[src/mnf_pkg.sv]
`default_nettype none

package mnf_pkg;

  // Configuration register indexes.
  localparam logic [1:0] REG_KERNEL_SIZE = 2'd0;
  localparam logic [1:0] REG_GRID_ROWS   = 2'd1;
  localparam logic [1:0] REG_GRID_COLS   = 2'd2;

  localparam int HEIGHT_W = 16;
  localparam int MEDIAN_W = 17;
  localparam int CFG_W    = 9;
  localparam int OUT_POS_W = 8;

  typedef enum logic [2:0] {
    S_IDLE,
    S_PLAN,
    S_WIN,
    S_LOAD,
    S_DRAIN,
    S_SEL,
    S_SHIFT,
    S_OUT
  } state_t;

  typedef struct packed {
    logic clear;
    logic insert;
    logic shift;
  } sort_ctl_t;

endpackage

`default_nettype wire

[src/mnf_sorter.sv]
`default_nettype none

// Sorted insertion array: each insert puts one value in place, and each
// shift moves the whole list down by one toward index 0.
module mnf_sorter #(
  parameter int DEPTH = 49
) (
  input  wire                                       clk,
  input  wire mnf_pkg::sort_ctl_t                   ctl,
  input  wire logic signed [mnf_pkg::HEIGHT_W-1:0]  ins_val,
  output logic signed [mnf_pkg::HEIGHT_W-1:0]       head0,
  output logic signed [mnf_pkg::HEIGHT_W-1:0]       head1
);

  localparam int CW = $clog2(DEPTH + 1);

  logic signed [mnf_pkg::HEIGHT_W-1:0] vals [DEPTH+1];
  logic signed [mnf_pkg::HEIGHT_W-1:0] vals_next [DEPTH+1];
  logic [CW-1:0] cnt;
  logic [DEPTH:0] gt;

  always_comb begin
    for (int i = 0; i <= DEPTH; i++) begin
      gt[i] = (i >= int'(cnt)) || (vals[i] > ins_val);
    end
    for (int i = 0; i <= DEPTH; i++) begin
      if (ctl.shift) begin
        vals_next[i] = (i < DEPTH) ? vals[i+1] : vals[i];
      end else if (ctl.insert && gt[i]) begin
        if (i == 0) begin
          vals_next[i] = ins_val;
        end else if (!gt[i-1]) begin
          vals_next[i] = ins_val;
        end else begin
          vals_next[i] = vals[i-1];
        end
      end else begin
        vals_next[i] = vals[i];
      end
    end
  end

  always_ff @(posedge clk) begin
    for (int i = 0; i <= DEPTH; i++) begin
      vals[i] <= vals_next[i];
    end
    if (ctl.clear) begin
      cnt <= '0;
    end else if (ctl.insert && (int'(cnt) < DEPTH)) begin
      cnt <= cnt + 1'b1;
    end
  end

  assign head0 = vals[0];
  assign head1 = vals[1];

endmodule

`default_nettype wire

[config.mk]
export PLATFORM = sky130hd
export DESIGN_NAME = mnf_sorter
export DESIGN_NICKNAME = d
export VERILOG_FILES = /design/src/mnf_pkg.sv /design/src/mnf_sorter.sv
export SDC_FILE = /design/constraint.sdc
export NUM_CORES = 2
export LEC_CHECK = 0
export BUFFER_PORTS_ARGS = -buffer_cell sky130_fd_sc_hd__buf_4
export CORE_UTILIZATION = 31
export DETAILED_ROUTE_END_ITERATION = 10
export PLACE_DENSITY_LB_ADDON = 0.05
export SYNTH_ARGS = -nofsm -noshare
export SYNTH_HDL_FRONTEND = slang
export SYNTH_SLANG_ARGS = --single-unit
[constraint.sdc]
create_clock -name clk -period 10.6 [get_ports clk]
set_input_delay 2.12 -clock clk [delete_from_list [all_inputs] [get_ports clk]]
set_output_delay 2.12 -clock clk [all_outputs]
set_load 0.05 [all_outputs]
==> impl_metrics.toml <==
[clock_tree]
clk_latency_ps = 780
clk_transition_reported_paths_ps = 60
ctsHtreeMaxLevel = 3
cts_max_path_buffers = 3
ctsResizeCount = 0
cts_tree = "built"
ctsHoldBuffers = 0
clock_root_buffer = "sky130_fd_sc_hd__clkbuf_16"
clock_sinks = 806
post-cts-setup-buffers = 0
cts_made_buffers = 110

[sta]
final-max-slew-violation-count = 0
unrepaired_setup_endpoints_after_global_routing = "no"
final.period_utilization = 0.590
worst_hold_slack_ps = 561
max_slew.worst_pin.slew_ps = 1380
timing.final.hold_violations = 0
setup_tns_ps = 0
clock_skew_ps = 37.6
max_slew_margin = 0.0787
period_needed_ps = 6250
setup_viol = 0
clock.fmax_ghz = 0.160

[critical_path]
timing.setup.critical_path_class = "input pin to flop"
critPathArrivalTime_ps = 6620
highest_fanout_seen_on_the_critical_path = 27
worstRegToRegCells = 8
critical_path.max_stage_delay_ps = 830
endpoint_class_of_the_critical_path = "flop"
path_cells = "buf_4 -> inv_4 -> buf_4 -> ha_1 -> nand4_1 -> a211oi_1 -> or4_1 -> mux2i_1 -> o21ai_0 -> nand2b_1"
r2r_setup_slack_ps = 4830
crit_slowest_cell = "sky130_fd_sc_hd__mux2i_1"
critical-path-top-cell-by-count = "sky130_fd_sc_hd__buf_4"
required_ps = 10970
element_type_at_the_critical_path_start = "input pin"

[power]
power_frac_seq = 0.428
max-vdd-ir-drop_mv = 0.130
clock_group_share_of_total_power = 0.336
swShare = 0.358
power.combinational.fraction = 0.237
total_power_mw = 11.4
internal_power_mw = 7.33
leakagePower_nw = 27.8
power_density_nw_per_um2 = 168
power.switching_mw = 4.08

[yosys]
syn-cell-area_um2 = 60900
syn_area_per_cell_um2 = 10.3
synth_enable_flop_cells = 800
synthesis.nets = 6733
synth.area.mux_share = 0.0797
synth_ff_type = "sky130_fd_sc_hd__edfxtp_1"
yosys_register_bits = 806
synth_top_family_by_area = "compound AO/OA/AOI/OAI gates"
synth-compound-area-share = 0.186
post_synth_num_cell_types = 85
synth-simple-area-share = 0.134
yosys.area_share.xor_xnor = 0.000575
ys_async_sr_fraction = 0
synth_fa_ha_area_frac = 0.165
synth.yosys.warnings = 0
seq_area_frac_synth = 0.397
synth_cells = 5910

[placed_design]
port-buffer-count = 51
routabilityCongestion = 0.903
post_dp_cell_area_um2 = 64500
post_detailed_placement_half_perimeter_wirelength_um = 214000

[floorplan]
fp.dieArea_um2 = 198000
die_height_um = 445
core-area_um2 = 195000
placementRows = 162
die_width_um = 445
floorplan.io_pins = 52
initial_core_utilization = 0.312

[global_routing]
antenna_found_initial = 31
grt_usage = 0.300
global_route_wire_length_before_repair_um = 417000
grt_overflow_total = 0
grt_pass1_vias = 49500
grt_start_max_net_pins = 186

[run]
max_cap_viol_count = 0

[drt]
wl_met1_um = 142000
number_of_nets_with_antenna_violations_after_detailed_routing = 0
maxUsedRoutingLayer = "met5"
drt-total-wl_um = 306000
detail_route.drc_violations = 0
routed_via_density = 6.08
drt_iter0_drc = 6152
drt_first_pass_iters = 6
drt-wirelength-per-cell_um = 35.8
dr_wl_met3_um = 20200
route.met2.wl_um = 132000
route.vias.total = 51900

[finish]
fill_cells = 19700
sequential_cell_area_um2 = 24100
area_delta_synth_final_pct = 11.7
design.final.nets = 6630
drive_gt1_frac = 0.113
layout.cell_area.non_filler_um2 = 68000
multiInputGateArea_um2 = 34700

[worst_hold_path]
worst_hold_path.num_cells = 2
worst_hold_path_type = "flop to flop"

[run_status]
status = "complete, no violations"
==> routing by layer <==
metal | up-vias | track usage
li1 | 22900 | -
met1 | 26500 | 0.434
met2 | 2044 | 0.453
met3 | 396 | 0.0440
met4 | 10 | 0.103
met5 | - | 0
==> through the flow <==
| stage | util | instances | setup WS, ps |
|---|---|---|---|
| 2_1_floorplan | - | 5910 | 4390 |
| 3_3_place_gp | 0.331 | 8319 | 3690 |
| 3_5_place_dp | 0.331 | 8319 | 3650 |
| 4_1_cts | 0.349 | 8521 | 4430 |
| 5_1_grt | 0.349 | 8523 | 4100 |
| 6_report | 0.349 | 8531 | 4350 |
==> power by group through the flow <==
stage                     registers, mW  logic (mW)  clock network, mW
after floorplan                    4.41        1.82                  0
after global routing               4.88        2.98               3.98
final                              4.88        2.70               3.83
after detailed placement           4.91        2.65                  0
after global placement             4.93        2.61                  0
after CTS                          4.85        2.66               3.88
==> state kept, by name (all words and copies together) (netlist names) <==
| name | flops |
|---|---|
| vals | 800 |
| cnt | 6 |
==> synth_stat cells, drive strengths merged, types with 136 or more instances <==
master / number / share of area
a21oi: 342 / 0.028
a221o: 144 / 0.024
clkbuf: 326 / 0.020
edfxtp: 800 / 0.39
ha: 803 / 0.17
mux2: 168 / 0.031
mux2i: 296 / 0.049
nand2: 518 / 0.032
nand4: 149 / 0.015
nor2: 164 / 0.010
nor2b: 199 / 0.020
nor3: 148 / 0.012
nor3b: 136 / 0.017
o21ai: 549 / 0.045
==> worst max-delay path: cells and delay by family <==
kind / cells / cell delay, ps
AOI/OAI and AO/OA: 2 / 280
adders and majority gates: 1 / 370
buffers and inverters: 3 / 1610
muxes: 1 / 830
and+or+nand+nor: 3 / 1330
==> layout by cell type (no fill, tap or decap), types with 25 or more instances in the layout <==
master	count
sky130_fd_sc_hd__a21oi_1	336
sky130_fd_sc_hd__a21o_1	112
sky130_fd_sc_hd__nand3b_1	38
sky130_fd_sc_hd__nand2b_1	37
sky130_fd_sc_hd__a211oi_1	95
sky130_fd_sc_hd__a32oi_1	58
sky130_fd_sc_hd__a31oi_1	77
sky130_fd_sc_hd__edfxtp_1	800
sky130_fd_sc_hd__ha_1	803
sky130_fd_sc_hd__buf_4	209
sky130_fd_sc_hd__clkinv_2	25
sky130_fd_sc_hd__nand2_1	517
sky130_fd_sc_hd__inv_1	104
sky130_fd_sc_hd__o21ai_0	535
sky130_fd_sc_hd__nor2_1	139
sky130_fd_sc_hd__nand3_1	40
sky130_fd_sc_hd__o21a_1	31
sky130_fd_sc_hd__nor3b_1	136
sky130_fd_sc_hd__mux2i_1	295
sky130_fd_sc_hd__mux2_2	168
sky130_fd_sc_hd__nor2b_1	197
sky130_fd_sc_hd__nand4_1	149
sky130_fd_sc_hd__a221o_1	144
sky130_fd_sc_hd__o211ai_1	90
sky130_fd_sc_hd__nor3_1	146
sky130_fd_sc_hd__clkbuf_16	114
==> layout make-up <==
| cell class | count | area share |
|---|---|---|
| diodes | 10 | 0.000368 |
| clock buffers | 143 | 0.0444 |
| clock inverters | 59 | 0.00743 |
| inverters | 121 | 0.00723 |
| multi-input cells | 4547 | 0.511 |
| flip-flops and latches | 806 | 0.355 |
| well taps | 2624 | 0.0483 |
| repair buffers | 221 | 0.0264 |
==> cells by family (layout without fill, tap and decap cells) <==
group	Yosys count	count (layout)
muxes	464	464
DFF	806	806
AOI/OAI and AO/OA	1719	1719
buffers and inverters	557	544
other	0	10
and+or+nand+nor	1557	1557
xor gates and xnor gates	4	4
adders and majority gates	803	803
==> final timing paths <==
check / startpoint / to
max: ins_val[11] / vals[0][325]
min: vals[0][32] / vals[0][16]
max reg2reg: cnt[1] / vals[0][214]
min reg2reg: vals[0][32] / vals[0][16]
Note: power is estimated with default switching activity, not from simulation.
